$ cat src/rtl/adf_pkg.sv
`default_nettype none

package adf_pkg;

	localparam int SAMP_W     = 12;
	localparam int COEF_W     = 17;
	localparam int PROD_W     = SAMP_W + COEF_W + 1;
	localparam int TAB_W      = 32;
	localparam int TAB_IDX_W  = 5;
	localparam int IDX_W      = 6;
	localparam int CNT_W      = 6;
	localparam int MAX_TAPS   = 32;
	localparam int MIN_TAPS   = 2;
	localparam int NUM_RATES  = 4;

	localparam int IN_TDATA_W  = 96;
	localparam int OUT_FIELD_W = 3 * SAMP_W + 1 + CNT_W;
	localparam int OUT_TDATA_W = 48;
	localparam int OUT_PAD_W   = OUT_TDATA_W - OUT_FIELD_W;

	localparam int QDEPTH = 2;
	localparam int QPTR_W = 1;
	localparam int QCNT_W = 2;

	localparam int APB_ADDR_W = 3;
	localparam int APB_DATA_W = 32;
	localparam int REG_IDX_W  = APB_ADDR_W - 2;
	localparam logic [REG_IDX_W-1:0] REG_RATE_SELECT = '0;

	localparam logic [SAMP_W-1:0] SAMP_MAX = {1'b0, {(SAMP_W-1){1'b1}}};
	localparam logic [SAMP_W-1:0] SAMP_MIN = {1'b1, {(SAMP_W-1){1'b0}}};
	localparam logic [CNT_W-1:0]  CNT_MAX  = '1;

	typedef enum logic [1:0] {
		RATE_200HZ = 2'd0,
		RATE_100HZ = 2'd1,
		RATE_50HZ  = 2'd2,
		RATE_25HZ  = 2'd3
	} rate_t;

	localparam rate_t RATE_RESET = RATE_100HZ;

	typedef enum logic [1:0] {
		STEP_RAW0  = 2'd0,
		STEP_RAW1  = 2'd1,
		STEP_DUMP0 = 2'd2,
		STEP_DUMP1 = 2'd3
	} step_t;

	typedef struct packed {
		logic  wr;
		rate_t wr_rate;
		rate_t rate;
	} cfg_t;

	// samp is indexed [set][axis], coef is indexed [stage][tap].
	typedef struct packed {
		logic [1:0][2:0][SAMP_W-1:0] samp;
		logic [1:0][1:0][COEF_W-1:0] coef;
		logic [1:0]                  dump;
		logic                        batch_end;
		logic [CNT_W-1:0]            batch_cnt;
	} desc_t;

	localparam logic [IDX_W-1:0] TAB_LEN [NUM_RATES] = '{6'd32, 6'd16, 6'd8, 6'd4};

	localparam logic [COEF_W-1:0] COEF_TAB [NUM_RATES][TAB_W] = '{
		'{17'd10784, 17'd11252, 17'd11721, 17'd12189, 17'd12603, 17'd13017, 17'd13367,
		  17'd13718, 17'd13999, 17'd14280, 17'd14484, 17'd14689, 17'd14814, 17'd14939,
		  17'd14980, 17'd15022, 17'd14980, 17'd14939, 17'd14814, 17'd14689, 17'd14484,
		  17'd14280, 17'd13999, 17'd13718, 17'd13367, 17'd13017, 17'd12603, 17'd12189,
		  17'd11721, 17'd11252, 17'd10784, 17'd0},
		'{17'd22504, 17'd24378, 17'd26033, 17'd27436, 17'd28559, 17'd29378, 17'd29877,
		  17'd30044, 17'd29877, 17'd29378, 17'd28559, 17'd27436, 17'd26033, 17'd24378,
		  17'd22504, 17'd0, 17'd0, 17'd0, 17'd0, 17'd0, 17'd0, 17'd0, 17'd0, 17'd0,
		  17'd0, 17'd0, 17'd0, 17'd0, 17'd0, 17'd0, 17'd0, 17'd0},
		'{17'd48756, 17'd54872, 17'd58756, 17'd60088, 17'd58756, 17'd54872, 17'd48756,
		  17'd0, 17'd0, 17'd0, 17'd0, 17'd0, 17'd0, 17'd0, 17'd0, 17'd0, 17'd0, 17'd0,
		  17'd0, 17'd0, 17'd0, 17'd0, 17'd0, 17'd0, 17'd0, 17'd0, 17'd0, 17'd0, 17'd0,
		  17'd0, 17'd0, 17'd0},
		'{17'd109744, 17'd120176, 17'd109744, 17'd0, 17'd0, 17'd0, 17'd0, 17'd0, 17'd0,
		  17'd0, 17'd0, 17'd0, 17'd0, 17'd0, 17'd0, 17'd0, 17'd0, 17'd0, 17'd0, 17'd0,
		  17'd0, 17'd0, 17'd0, 17'd0, 17'd0, 17'd0, 17'd0, 17'd0, 17'd0, 17'd0, 17'd0,
		  17'd0}
	};

	function automatic logic [COEF_W-1:0] coef(input rate_t r, input logic [TAB_IDX_W-1:0] i);
		return COEF_TAB[r][i];
	endfunction

	// Filter length: table length cut to MAX_TAPS, forced even and at least two.
	function automatic logic [IDX_W-1:0] filt_len(input rate_t r);
		logic [IDX_W-1:0] n;
		n = TAB_LEN[r];
		if (n > IDX_W'(MAX_TAPS)) n = IDX_W'(MAX_TAPS);
		n[0] = 1'b0;
		if (n < IDX_W'(MIN_TAPS)) n = IDX_W'(MIN_TAPS);
		return n;
	endfunction

	function automatic logic [IDX_W-1:0] half_len(input rate_t r);
		logic [IDX_W-1:0] n;
		n = filt_len(r);
		return {1'b0, n[IDX_W-1:1]};
	endfunction

endpackage

`default_nettype wire

$ cat src/rtl/adf_queue.sv
`default_nettype none

module adf_queue (
	input  wire logic           clk,
	input  wire logic           arst_n,
	input  wire logic           push,
	input  wire adf_pkg::desc_t push_desc,
	input  wire logic           pop,
	output adf_pkg::desc_t      head,
	output logic                not_empty,
	output logic                full
);

	adf_pkg::desc_t             entry_q [adf_pkg::QDEPTH];
	logic [adf_pkg::QPTR_W-1:0] wr_ptr_q, rd_ptr_q;
	logic [adf_pkg::QCNT_W-1:0] count_q;

	assign head      = entry_q[rd_ptr_q];
	assign not_empty = count_q != '0;
	assign full      = count_q == adf_pkg::QCNT_W'(adf_pkg::QDEPTH);

	always_ff @(posedge clk) begin
		if (push) begin
			entry_q[wr_ptr_q] <= push_desc;
		end
	end

	always_ff @(posedge clk or negedge arst_n) begin
		if (!arst_n) begin
			wr_ptr_q <= '0;
			rd_ptr_q <= '0;
			count_q  <= '0;
		end else begin
			if (push) wr_ptr_q <= wr_ptr_q + adf_pkg::QPTR_W'(1);
			if (pop) rd_ptr_q <= rd_ptr_q + adf_pkg::QPTR_W'(1);
			if (push && !pop) begin
				count_q <= count_q + adf_pkg::QCNT_W'(1);
			end else if (pop && !push) begin
				count_q <= count_q - adf_pkg::QCNT_W'(1);
			end
		end
	end

	a_no_overflow: assert property (@(posedge clk) disable iff (!arst_n) push |-> !full)
		else $error("queue written while full");
	a_no_underflow: assert property (@(posedge clk) disable iff (!arst_n) pop |-> not_empty)
		else $error("queue read while empty");
	a_count_range: assert property (@(posedge clk) disable iff (!arst_n)
		count_q <= adf_pkg::QCNT_W'(adf_pkg::QDEPTH))
		else $error("queue count beyond depth");

endmodule

`default_nettype wire

$ cat config.mk
export PLATFORM = sky130hd
export DESIGN_NAME = adf_queue
export DESIGN_NICKNAME = d
export VERILOG_FILES = /design/src/rtl/adf_pkg.sv /design/src/rtl/adf_queue.sv
export SDC_FILE = /design/constraint.sdc
export NUM_CORES = 1
export LEC_CHECK = 0
export ABC_AREA = 1
export BUFFER_PORTS_ARGS = -buffer_cell sky130_fd_sc_hd__buf_4
export CAP_MARGIN = 30
export CORE_ASPECT_RATIO = 0.5
export CORE_MARGIN = 1
export CORE_UTILIZATION = 25
export CTS_CLUSTER_DIAMETER = 60
export DETAILED_ROUTE_END_ITERATION = 10
export GPL_TIMING_DRIVEN = 0
export PLACE_DENSITY = 0.48
export SLEW_MARGIN = 20
export SYNTH_ARGS = -nofsm -noshare
export SYNTH_HDL_FRONTEND = slang
export SYNTH_SLANG_ARGS = --single-unit
$ cat constraint.sdc
create_clock -name clk -period 23.1 [get_ports clk]
set_input_delay 5.775 -clock clk [delete_from_list [all_inputs] [get_ports clk]]
set_output_delay 5.775 -clock clk [all_outputs]
set_load 0.1 [all_outputs]
### Yosys cells after proc, flatten, opt, wreduce, memory -nomap -nowiden

Memory sizes are Yosys's and may differ from the RTL's.
Index checks and enable logic that the tools add are counted.

| word-level totals | value |
|---|---|
| flip-flop bits (word level) | 4 |
| bits in writable memories | 298 |
| input port bits | 153 |
| output and inout port bits | 151 |
| logic and storage cells | 19 |
| memories | 1 |

| cells by class | value |
|---|---|
| add/sub/neg operators | 4 |
| eq/ne operators | 1 |
| muxes and demuxes | 4 |
| reductions and logical operators | 6 |

Memory list:

| memory | depth | width | rd ports | clocked after memory_dff | wr ports | line | RTL |
|---|---|---|---|---|---|---|---|
| entry_q | 2 | 149 | 1 | 0 | 1 | adf_queue.sv:14 | `adf_pkg::desc_t entry_q [adf_pkg::QDEPTH];` |

Operators with widths:

| kind | number |
|---|---|
| $mux 2 | 2 |
| $reduce_bool 2->1 | 2 |
| $add 1x1->1 const B | 2 |
| $add 2x1->2 const B | 1 |
| $eq 2x2->1 const B | 1 |
| $logic_and 1x1->1 | 2 |
| $logic_not 1->1 | 2 |
| $mux 1 | 2 |
| $sub 2x1->2 const B | 1 |

### Logic depth before layout (Yosys ltp)

| depth | value |
|---|---|
| word-level depth | 4 |
| depth in mapped cells | 7 |
| gate-level depth less buffers | 7 |

### Least setup slack after synthesis

Ideal clock, no wire load.

| path | value |
|---|---|
| path kind | input to register |
| from | input push |
| to | memory entry_q[0][0] (netlist name), enable pin |
| setup time | 0.664 ns |
| arrival | 12.045 ns |
| data required time | 22.436 ns |
| path slack | 10.391 ns |
| cell stages on the path | 2 |
| buffers on the path | 0 |
| path through | inv_1 -> nor2_1 |

| between the ends | value |
|---|---|
| word-level cells in the longest chain between the ends | 2 |

RTL lines:

| element | line | RTL |
|---|---|---|
| start: declaration | adf_queue.sv:6 | `input wire logic push,` |
| $mux 1 | adf_queue.sv:23 | `if (push) begin` |
| $mux 1 (implied by the code) | adf_queue.sv:24 | `entry_q[wr_ptr_q] <= push_desc;` |
| end: declaration | adf_queue.sv:14 |  |

Every way passes these cells.

==> results.sh <==
export IMPL_ys_ff_latch=302
export IMPL_cp_num_buf_inv=4
export IMPL_dr_pass1_iters=4
export IMPL_cts_htree_levels=2
export IMPL_grt_max_degree=91
export IMPL_grt_pass1_wl_mm=40.8
export IMPL_cts_setup_buffers=0
export IMPL_critPathMaxStageDelay_ns=0.34
export IMPL_crit_arrival_ns=1.95
export IMPL_die_h_um=153
export IMPL_synth_area_um2=11400
export IMPL_grt_setup_unrepaired="false"
export IMPL_synth_nets=643
export IMPL_whs_endpoint="count_q[1]$_DFFE_PN0P_"
export IMPL_syn_avg_cell_area_um2=23.3
export IMPL_dpl_cell_area_um2=14600
export IMPL_worstSetupPathType="flop to output port"
export IMPL_clk_pin_slew_ns=0.06
export IMPL_drt_iter0_markers=260
export IMPL_critPathCaptureType="output port"
export IMPL_finalInstanceArea_um2=15700
export IMPL_die_w_um=304
export IMPL_track_usage_pct=11.8
export IMPL_synth_compound_area_share_pct=0
export IMPL_cts_tree="built"
export IMPL_synth_area_mux_share_pct=18.1
export IMPL_multiInputGateArea_um2=2140
export IMPL_cts_sinks=302
export IMPL_required_ns=17.33
export IMPL_final_cell_mix="303 x buf_4, 298 x edfxtp_1, 100 x mux2_4, 49 x mux2_2, 35 x clkbuf_16"
export IMPL_ctsHoldBuffers=0
export IMPL_slowest_stage="dfrtp_1"
export IMPL_coreArea_um2=44200
export IMPL_synth_simple_area_share_pct=0.363
export IMPL_tightestPinTransition_ns=0.521
export IMPL_outcome="finished, final reports clean"
export IMPL_r2r_start="wr_ptr_q$_DFFE_PN0P_"
export IMPL_clk_insertion_delay_late_ns=0.52
export IMPL_hold_depth=2
export IMPL_path_max_fanout=10
export IMPL_grt_ovfl_total=0
export IMPL_path_common_cell="buf_6"
export IMPL_clock_fmax_mhz=129
export IMPL_drcViolationCount=0
export IMPL_yosys_warnings=0
export IMPL_critPathTopFamily="buffers and inverters"
export IMPL_synth_xor_area_share_pct=0.231
export IMPL_reg2reg_depth=3
export IMPL_gp_congestion=0.720
export IMPL_fillCellCount=4232
export IMPL_r2r_end="entry_q[1][79]$_DFFE_PP_"
export IMPL_holdCritStartpoint="count_q[1]$_DFFE_PN0P_"
export IMPL_synth_top_family_by_area="multiplexers"
export IMPL_relSlewSlack_pct=65.3
export IMPL_period_share_pct=33.5
export IMPL_grt_pass1_vias=6235
export IMPL_start_util_pct=25.7
export IMPL_port_buffers=303
export IMPL_routed_wl_mm=27.9
export IMPL_cts_resized=0
export IMPL_cts_buffer_depth=3
export IMPL_drive_gt1_share_pct=61.4
export IMPL_synth_fa_ha_area_share_pct=0.110
export IMPL_synth_cells=489
export IMPL_layout_nets=991
export IMPL_antenna_found_initial=3
export IMPL_final_common_cell="buf_4"
export IMPL_post_drt_wl_per_cell_um=19.2
export IMPL_synth_seq_area_share_pct=79.6
export IMPL_synth_cell_types=15
export IMPL_worst_setup_path_start_kind="flop"
export IMPL_report_final_slew_viol_count=0
export IMPL_hold_path_class="flop to flop"
export IMPL_ant_nets=0
export IMPL_cts_root_buf="clkbuf_16"
export IMPL_cts_buffers=34
export IMPL_worst_r2r_setup_slack_ns=21.24
export IMPL_finalHoldViolCount=0
export IMPL_setup_viol=0
export IMPL_dieArea_um2=46400
export IMPL_skew_ns=0.0237
export IMPL_hpwl_mm=19.9
export IMPL_area_delta_synth_final_pct=38.1
export IMPL_fin_tns_setup_ns=0
export IMPL_rows=54
export IMPL_post_route_min_period_ns=7.73
export IMPL_drv_cap=0
export IMPL_num_io_pins=304
export IMPL_area_sequential_um2=9050
export IMPL_vias=5709
export IMPL_cp_cell_sequence="buf_6, buf_8, buf_6, mux2_4, buf_4"
export IMPL_drt_vias_per_instance=3.93
-- flip-flops by register name (all words and copies together), names as in the netlist --
register	flops
wr_ptr_q	1
entry_q	298
rd_ptr_q	1
count_q	2
-- cell families after synthesis --
| kind of cell | count (synthesis) |
|---|---|
| xor+xnor | 3 |
| fa+ha+maj | 1 |
| buf+inv | 24 |
| flops | 302 |
| mux | 149 |
| simple gates | 10 |
-- cells in the mapped netlist --
master,n,area share (%)
buf_2,5,0.22
buf_6,11,1.1
buf_8,1,0.13
dfrtp_1,4,0.88
edfxtp_1,298,79
ha_1,1,0.11
inv_1,7,0.23
mux2_2,49,4.9
mux2_4,100,13
nand2_1,6,0.20
nand3_1,1,0.044
nand4_1,1,0.055
nor2_1,2,0.066
xnor2_1,1,0.077
xor2_1,2,0.15
-- tightest hold or removal path: stages (launching register included) --
cell and delay (ns):
dfrtp_1 0.34, nand2_1 0.05, nand2_1 0.05
-- routing by layer --
layer / vias up / GRT usage, % / routed length [um]
met4: 0 / 4.38 / 851
met3: 51 / 1.98 / 738
li1: 2639 / - / -
met2: 74 / 23.3 / 16200
met5: - / 0 / 0
met1: 2945 / 12.4 / 10200
-- stage by stage --
| stage | setup slack (ns) | cells | hold WS (ns) | utilization [%] |
|---|---|---|---|---|
| 2_1_floorplan | 10.39 | 489 | 0.442 | - |
| 3_3_place_gp | 5.83 | 1380 | 0.477 | 32.5 |
| 3_5_place_dp | 15.76 | 1389 | 0.466 | 33.1 |
| 4_1_cts | 15.30 | 1450 | 0.479 | 35.5 |
| 5_1_grt | 15.26 | 1453 | 0.491 | 35.5 |
| 6_report | 15.37 | 1453 | 0.476 | 35.5 |
-- worst max path at each step --
stage | from | endpoint | slack [ns] | cells past startpoint
after floorplan | push | entry_q[0][0]$_DFFE_PP_ | 10.39 | 2
after global placement | push | entry_q[0][61]$_DFFE_PP_ | 5.83 | 3
after detailed placement | push | entry_q[1][43]$_DFFE_PP_ | 15.76 | 4
after CTS | rd_ptr_q$_DFFE_PN0P_ | head[81] | 15.30 | 5
after global routing | rd_ptr_q$_DFFE_PN0P_ | head[81] | 15.26 | 5
final | rd_ptr_q$_DFFE_PN0P_ | head[85] | 15.37 | 5
-- layout make-up --
class                   instances  area share [%]
flip-flops and latches        302            57.6
repair buffers                312            16.0
multi-input cells             163            13.6
clock buffers                  39            5.67
well taps                     588            4.68
clock inverters                22            1.14
plain buffers                  17            1.04
inverters                       7           0.215
diodes                          3          0.0478
Power is left out: the tool's default activity adds up to more than one toggle a clock period on the data nets, which glitch-free logic cannot reach.
