<file path="config.mk">
export PLATFORM = sky130hd
export DESIGN_NAME = adf_front
export DESIGN_NICKNAME = d
export VERILOG_FILES = /design/src/rtl/adf_pkg.sv /design/src/rtl/adf_front.sv
export SDC_FILE = /design/constraint.sdc
export NUM_CORES = 1
export LEC_CHECK = 0
export BUFFER_PORTS_ARGS = -buffer_cell sky130_fd_sc_hd__buf_4
export CAP_MARGIN = 25
export CORE_UTILIZATION = 33
export CTS_CLUSTER_DIAMETER = 40
export DETAILED_ROUTE_END_ITERATION = 16
export PLACE_DENSITY = 0.68
export SLEW_MARGIN = 20
export SYNTH_ARGS = -nofsm -noshare
export SYNTH_HDL_FRONTEND = slang
export SYNTH_SLANG_ARGS = --single-unit
</file>
<file path="constraint.sdc">
create_clock -name clk -period 11.2 [get_ports clk]
set_input_delay 2.24 -clock clk [delete_from_list [all_inputs] [get_ports clk]]
set_output_delay 2.24 -clock clk [all_outputs]
set_load 0.01 [all_outputs]
</file>
<file path="src/rtl/adf_pkg.sv">
`default_nettype none

package adf_pkg;

	localparam int SAMP_W     = 12;
	localparam int COEF_W     = 17;
	localparam int PROD_W     = SAMP_W + COEF_W + 1;
	localparam int TAB_W      = 32;
	localparam int TAB_IDX_W  = 5;
	localparam int IDX_W      = 6;
	localparam int CNT_W      = 6;
	localparam int MAX_TAPS   = 32;
	localparam int MIN_TAPS   = 2;
	localparam int NUM_RATES  = 4;

	localparam int IN_TDATA_W  = 96;
	localparam int OUT_FIELD_W = 3 * SAMP_W + 1 + CNT_W;
	localparam int OUT_TDATA_W = 48;
	localparam int OUT_PAD_W   = OUT_TDATA_W - OUT_FIELD_W;

	localparam int QDEPTH = 2;
	localparam int QPTR_W = 1;
	localparam int QCNT_W = 2;

	localparam int APB_ADDR_W = 3;
	localparam int APB_DATA_W = 32;
	localparam int REG_IDX_W  = APB_ADDR_W - 2;
	localparam logic [REG_IDX_W-1:0] REG_RATE_SELECT = '0;

	localparam logic [SAMP_W-1:0] SAMP_MAX = {1'b0, {(SAMP_W-1){1'b1}}};
	localparam logic [SAMP_W-1:0] SAMP_MIN = {1'b1, {(SAMP_W-1){1'b0}}};
	localparam logic [CNT_W-1:0]  CNT_MAX  = '1;

	typedef enum logic [1:0] {
		RATE_200HZ = 2'd0,
		RATE_100HZ = 2'd1,
		RATE_50HZ  = 2'd2,
		RATE_25HZ  = 2'd3
	} rate_t;

	localparam rate_t RATE_RESET = RATE_100HZ;

	typedef enum logic [1:0] {
		STEP_RAW0  = 2'd0,
		STEP_RAW1  = 2'd1,
		STEP_DUMP0 = 2'd2,
		STEP_DUMP1 = 2'd3
	} step_t;

	typedef struct packed {
		logic  wr;
		rate_t wr_rate;
		rate_t rate;
	} cfg_t;

	// samp is indexed [set][axis], coef is indexed [stage][tap].
	typedef struct packed {
		logic [1:0][2:0][SAMP_W-1:0] samp;
		logic [1:0][1:0][COEF_W-1:0] coef;
		logic [1:0]                  dump;
		logic                        batch_end;
		logic [CNT_W-1:0]            batch_cnt;
	} desc_t;

	localparam logic [IDX_W-1:0] TAB_LEN [NUM_RATES] = '{6'd32, 6'd16, 6'd8, 6'd4};

	localparam logic [COEF_W-1:0] COEF_TAB [NUM_RATES][TAB_W] = '{
		'{17'd10784, 17'd11252, 17'd11721, 17'd12189, 17'd12603, 17'd13017, 17'd13367,
		  17'd13718, 17'd13999, 17'd14280, 17'd14484, 17'd14689, 17'd14814, 17'd14939,
		  17'd14980, 17'd15022, 17'd14980, 17'd14939, 17'd14814, 17'd14689, 17'd14484,
		  17'd14280, 17'd13999, 17'd13718, 17'd13367, 17'd13017, 17'd12603, 17'd12189,
		  17'd11721, 17'd11252, 17'd10784, 17'd0},
		'{17'd22504, 17'd24378, 17'd26033, 17'd27436, 17'd28559, 17'd29378, 17'd29877,
		  17'd30044, 17'd29877, 17'd29378, 17'd28559, 17'd27436, 17'd26033, 17'd24378,
		  17'd22504, 17'd0, 17'd0, 17'd0, 17'd0, 17'd0, 17'd0, 17'd0, 17'd0, 17'd0,
		  17'd0, 17'd0, 17'd0, 17'd0, 17'd0, 17'd0, 17'd0, 17'd0},
		'{17'd48756, 17'd54872, 17'd58756, 17'd60088, 17'd58756, 17'd54872, 17'd48756,
		  17'd0, 17'd0, 17'd0, 17'd0, 17'd0, 17'd0, 17'd0, 17'd0, 17'd0, 17'd0, 17'd0,
		  17'd0, 17'd0, 17'd0, 17'd0, 17'd0, 17'd0, 17'd0, 17'd0, 17'd0, 17'd0, 17'd0,
		  17'd0, 17'd0, 17'd0},
		'{17'd109744, 17'd120176, 17'd109744, 17'd0, 17'd0, 17'd0, 17'd0, 17'd0, 17'd0,
		  17'd0, 17'd0, 17'd0, 17'd0, 17'd0, 17'd0, 17'd0, 17'd0, 17'd0, 17'd0, 17'd0,
		  17'd0, 17'd0, 17'd0, 17'd0, 17'd0, 17'd0, 17'd0, 17'd0, 17'd0, 17'd0, 17'd0,
		  17'd0}
	};

	function automatic logic [COEF_W-1:0] coef(input rate_t r, input logic [TAB_IDX_W-1:0] i);
		return COEF_TAB[r][i];
	endfunction

	// Filter length: table length cut to MAX_TAPS, forced even and at least two.
	function automatic logic [IDX_W-1:0] filt_len(input rate_t r);
		logic [IDX_W-1:0] n;
		n = TAB_LEN[r];
		if (n > IDX_W'(MAX_TAPS)) n = IDX_W'(MAX_TAPS);
		n[0] = 1'b0;
		if (n < IDX_W'(MIN_TAPS)) n = IDX_W'(MIN_TAPS);
		return n;
	endfunction

	function automatic logic [IDX_W-1:0] half_len(input rate_t r);
		logic [IDX_W-1:0] n;
		n = filt_len(r);
		return {1'b0, n[IDX_W-1:1]};
	endfunction

endpackage

`default_nettype wire

</file>
<file path="src/rtl/adf_front.sv">
`default_nettype none

module adf_front (
	input  wire logic                               clk,
	input  wire logic                               arst_n,
	input  wire adf_pkg::cfg_t                      cfg,
	input  wire logic                               s_axis_tvalid,
	output logic                                    s_axis_tready,
	input  wire logic [adf_pkg::IN_TDATA_W-1:0]     s_axis_tdata,
	input  wire logic                               s_axis_tlast,
	input  wire logic                               full,
	output logic                                    push,
	output adf_pkg::desc_t                          push_desc
);

	logic [adf_pkg::IDX_W-1:0] idx0_q, idx1_q;
	logic [adf_pkg::CNT_W-1:0] cnt_q;
	logic [adf_pkg::IDX_W-1:0] len;
	logic [adf_pkg::IDX_W-1:0] nx0, nx1;
	logic                      dump0, dump1;
	logic [adf_pkg::CNT_W:0]   cnt_sum;
	logic [adf_pkg::CNT_W-1:0] cnt_new;
	logic [31:0]               word_a, word_b, word_c;

	assign s_axis_tready = !full;
	assign push          = s_axis_tvalid && !full;

	assign word_a = s_axis_tdata[31:0];
	assign word_b = s_axis_tdata[63:32];
	assign word_c = s_axis_tdata[95:64];

	always_comb begin
		len     = adf_pkg::filt_len(cfg.rate);
		nx0     = idx0_q + adf_pkg::IDX_W'(2);
		nx1     = idx1_q + adf_pkg::IDX_W'(2);
		dump0   = nx0 >= len;
		dump1   = nx1 >= len;
		cnt_sum = {1'b0, cnt_q} + (adf_pkg::CNT_W+1)'(dump0) + (adf_pkg::CNT_W+1)'(dump1);
		if (cnt_sum > {1'b0, adf_pkg::CNT_MAX}) begin
			cnt_new = adf_pkg::CNT_MAX;
		end else begin
			cnt_new = cnt_sum[adf_pkg::CNT_W-1:0];
		end

		// The axis tag nibbles above each sample are dropped.
		push_desc.samp[0][0] = word_a[11:0];
		push_desc.samp[0][1] = word_a[27:16];
		push_desc.samp[0][2] = word_b[11:0];
		push_desc.samp[1][0] = word_b[27:16];
		push_desc.samp[1][1] = word_c[11:0];
		push_desc.samp[1][2] = word_c[27:16];

		// Indices stay even and below the length, so the odd tap never runs off the table.
		push_desc.coef[0][0] = adf_pkg::coef(cfg.rate, idx0_q[adf_pkg::TAB_IDX_W-1:0]);
		push_desc.coef[0][1] = adf_pkg::coef(cfg.rate,
			idx0_q[adf_pkg::TAB_IDX_W-1:0] + adf_pkg::TAB_IDX_W'(1));
		push_desc.coef[1][0] = adf_pkg::coef(cfg.rate, idx1_q[adf_pkg::TAB_IDX_W-1:0]);
		push_desc.coef[1][1] = adf_pkg::coef(cfg.rate,
			idx1_q[adf_pkg::TAB_IDX_W-1:0] + adf_pkg::TAB_IDX_W'(1));

		push_desc.dump      = {dump1, dump0};
		push_desc.batch_end = s_axis_tlast;
		push_desc.batch_cnt = cnt_new;
	end

	always_ff @(posedge clk or negedge arst_n) begin
		if (!arst_n) begin
			idx0_q <= '0;
			idx1_q <= adf_pkg::half_len(adf_pkg::RATE_RESET);
			cnt_q  <= '0;
		end else if (cfg.wr) begin
			idx0_q <= '0;
			idx1_q <= adf_pkg::half_len(cfg.wr_rate);
		end else if (push) begin
			idx0_q <= dump0 ? '0 : nx0;
			idx1_q <= dump1 ? '0 : nx1;
			cnt_q  <= s_axis_tlast ? '0 : cnt_new;
		end
	end

endmodule

`default_nettype wire

</file>
After elaboration in Yosys (flattened, before gate mapping) --
Cells that the tools add are included.
Cells by class: muxes and demuxes 34, order comparisons 13, bitwise logic cells 7, reductions and logical operators 4, add/sub/neg operators 6
Operators by type and width (count):
- $bmux W544 S2 | 1
- $mux W544 | 2
- $bmux W17 S5 | 4
- $mux W17 | 8
- $mux W6 | 17
- $bmux W6 S2 | 2
- $ge A6 B6 Y1 const B | 4
- $not A5 Y6 | 4
- $add A6 B2 Y6 const B | 2
- $ge A6 B6 Y1 | 2
- $gt A6 B6 Y1 const B | 2
- $lt A6 B2 Y1 const B | 2
- $add A5 B1 Y5 const B | 2
- $add A6 B1 Y7 | 1
- $add A7 B1 Y7 | 1
- $gt A7 B6 Y1 const B | 1
- $ge A3 B3 Y1 const B | 2
- $not A2 Y3 | 2
- $reduce_and A2 Y1 | 1
- $reduce_bool A2 Y1 | 1
- $logic_and A1 B1 Y1 | 1
- $logic_not A1 Y1 | 1
- $not A1 Y1 | 1
Word-level totals: output and inout port bits 151, word-level logic and storage cells 67, register bits after elaboration 18, input bits 106

Logic depth before layout (Yosys ltp) --
word-level depth 14, depth in mapped cells 18, depth with buffers taken out 13

Worst setup path after synthesis --
No wires, ideal clock.
path kind input -> output, start in cfg[1] (netlist name), end out push_desc[5] (netlist name), arrival time 5537 ps, required time 8960 ps, buffers on the path 5, path slack 3423 ps, cell stages on the path 17, cells stage by stage buf_2 inv_1 buf_2 buf_2 ha_1 buf_2 inv_1 clkbuf_1 ha_1 nand4_1 a21oi_1 a2111o_1 fa_1 ha_1 and2_1 nor4_1 nor2b_1
RTL lines:
- from (decl) | line adf_front.sv:6 | input wire adf_pkg::cfg_t cfg,
- to (decl) | line adf_front.sv:13 | output adf_pkg::desc_t push_desc

==> flow_summary.toml <==
[synth]
avgSynthCellArea_sq_um = 6.37
synth_sequential_area_ratio_pct = 6.53
ys_async_sr_fraction_pct = 100
synth_top_area_share_pct = 9.30
yosys.area.top_type = "buf_4"
synth_area_sq_um = 6540
ys_types = 78
syn-num-nets = 1154
ys_ff_latch = 17
ys_top_cells_by_area = "buf_4, a21oi_1, o21ai_0"
syn_inst = 1027
synth-warning-count = 0
synth_edf_count = 0
ys.flop_type = "dfrtp_1"

[final_layout]
n_fill_cell = 2136
mostFrequentLayoutCells = "a21oi_1, buf_4, nand2_1"
layout.cells.non_filler = 1210
layout_commonest_cell = "a21oi_1"
syn2layout_area_growth_pct = 1.49
drive_gt1_share_pct = 14.4
antenna_cells = 0
multi_input_area_sq_um = 4940
final_nets = 1073
ff_latch_area_sq_um = 430

[floorplan]
rows = 51
fp.coreArea_sq_um = 19500
start_util_pct = 33.6
die_h_microns = 143
die-area_sq_um = 20400
die_w_microns = 143
pin_count = 257

[timing]
period_needed_ps = 8760
slew-limit-headroom_pct = 33.0
rsz0062_at_grt = "no"
slew_violations = 0
setup_viol = 0
final.setup.tns_ps = 0
finalWorstSetupSlack_ps = 2440
period_share_pct = 78.2
max_freq_mhz = 114
finalHoldViolCount = 0
worstMarginPinSlew_ps = 1000
fin_worst_skew_ps = 1.09

[clock_network]
clockRootBuffer = "clkbuf_16"
post_cts_buffers = 0
cts_sinks = 17
htreeDepth = 1
clkLatencyLatePin_ps = 250
cts_tree = "done"
clockBufferDepth = 2
cts_hold_buf = 0
path_clk_slew_ps = 50
cts_made_buffers = 3
post_cts_resize_count = 0

[detailed_routing]
postRouteAntennaNets = 0
vias = 7862
wl_mm = 23.5
drc_errors = 0
drt_first_pass_iters = 6
first_iter_violations = 1374
viasPerCell = 6.50
drt-wirelength-per-cell_microns = 19.4

[hold_path]
hold_class = "reg -> reg"

[power_and_ir_drop]
powerDensity_nw_per_um2 = 150
p_leak_nw = 2.57
ir_worst_vdd_uv = 111

[critical_path]
required_ps = 8960
cp.arrival_ps = 6520
cp_max_fo = 50
crit_type = "in -> out"
crit_path_end_kind = "output port"
crit_path_start_kind = "input pin"

[global_routing]
grt_pass1_vias = 6708
antenna_found_initial = 0
grt_max_degree = 88
grt_pass1_wl_mm = 36.7
grt.overflow.total = 0
grt_use_total_pct = 22.1

[flow_run]
maxCapViolCount = 0

[placement]
io_buffer_count = 88
place_ws_ps = 2550
hpwlAfterDp_mm = 15.3
place_inst = 1206
place.gp.congestion = 0.968

[run_status]
status = "complete, no violations"
## cells in the mapped netlist, types with 4 or more instances
cell,n
a2111oi_0,4
a211o_1,8
a211oi_1,21
a21o_1,8
a21oi_1,110
a221oi_1,13
a22o_1,12
a22oi_1,10
a311oi_1,6
a31oi_1,19
a32oi_1,4
and2_1,5
and3_1,5
buf_1,16
buf_2,45
buf_4,81
clkbuf_1,44
dfrtp_1,16
ha_1,20
inv_1,19
mux2_2,4
mux2i_1,9
nand2_1,102
nand2b_1,30
nand3_1,20
nor2_1,86
nor2b_1,27
nor3_1,38
nor4_1,6
o211ai_1,17
o21ai_0,97
o221ai_1,8
o22ai_1,17
o311a_1,4
o31ai_1,6
o32ai_1,9
xnor2_1,8
## final timing paths
check	to	cells after the start	startpoint	slack [ps]
worst max-delay path	push_desc[5]	15	cfg[1]	2440
worst min-delay path	idx1_q[5]$_DFFE_PN0P_	2	idx1_q[5]$_DFFE_PN0P_	510
worst max register to register	cnt_q[2]$_DFFE_PN0P_	14	idx0_q[2]$_DFFE_PN0P_	6980
worst min register to register	idx1_q[5]$_DFFE_PN0P_	2	idx1_q[5]$_DFFE_PN0P_	510
max in group asynchronous	idx1_q[3]$_DFFE_PN1P_	1	arst_n	9090
min in group asynchronous	cnt_q[3]$_DFFE_PN0P_	1	arst_n	1850
## power breakdown
| part | leakage, nW | switching (W) | internal (W) |
|---|---|---|---|
| registers | 0.222 | 0.00000659 | 0.0000711 |
| clock network | 0.0382 | 0.0000246 | 0.0000484 |
| logic | 2.31 | 0.000526 | 0.000321 |
## stage by stage
| stage | power (W) | area [sq um] | util, % | hold slack, ps |
|---|---|---|---|---|
| after floorplan | 0.000688 | 6540 | - | 470 |
| after global placement | 0.000898 | 6560 | 33.7 | 488 |
| after detailed placement | 0.000901 | 6560 | 33.7 | 502 |
| after CTS | 0.000978 | 6640 | 34.1 | 514 |
| after global routing | 0.00107 | 6640 | 34.1 | 554 |
| final | 0.000998 | 6640 | 34.1 | 509 |
## area by class of cell
class / count / share of cell area (%)
Sequential cell: 17 / 6.49
Multi-Input combinational cell: 799 / 74.4
Tap cell: 265 / 5.00
Timing Repair Buffer: 103 / 11.7
Clock buffer: 4 / 1.19
Inverter: 22 / 1.24
## registers in the layout, indices dropped and copies added, names as in the netlist
signal	count
idx0_q	5
cnt_q	6
idx1_q	6
## worst max-delay path, cell delays in order
cell	delay, ps
buf_4	470
inv_1	390
buf_4	320
ha_2	190
inv_1	580
ha_1	390
nand4_1	80
a21oi_1	70
a2111o_1	420
fa_1	410
ha_1	210
and2_1	210
nor4_1	260
nor2b_1	100
buf_4	150
## cells by family after synthesis
| logic type | synth area share, % |
|---|---|
| AOI/OAI and AO/OA | 41.9 |
| muxes | 3.16 |
| xor gates and xnor gates | 2.89 |
| DFF | 6.53 |
| adders and majority gates | 4.13 |
| and+or+nand+nor | 23.4 |
| buffers and inverters | 18.0 |
## layer usage
metal,part of all wire [%],vias to the layer above,global-route usage [%]
met1,40,3592,31.9
met3,12,77,2.25
li1,-,3551,-
met2,44,642,33.5
met5,0,-,0
met4,3.1,0,8.72
No activity file was read; power rests on OpenSTA's default activity.
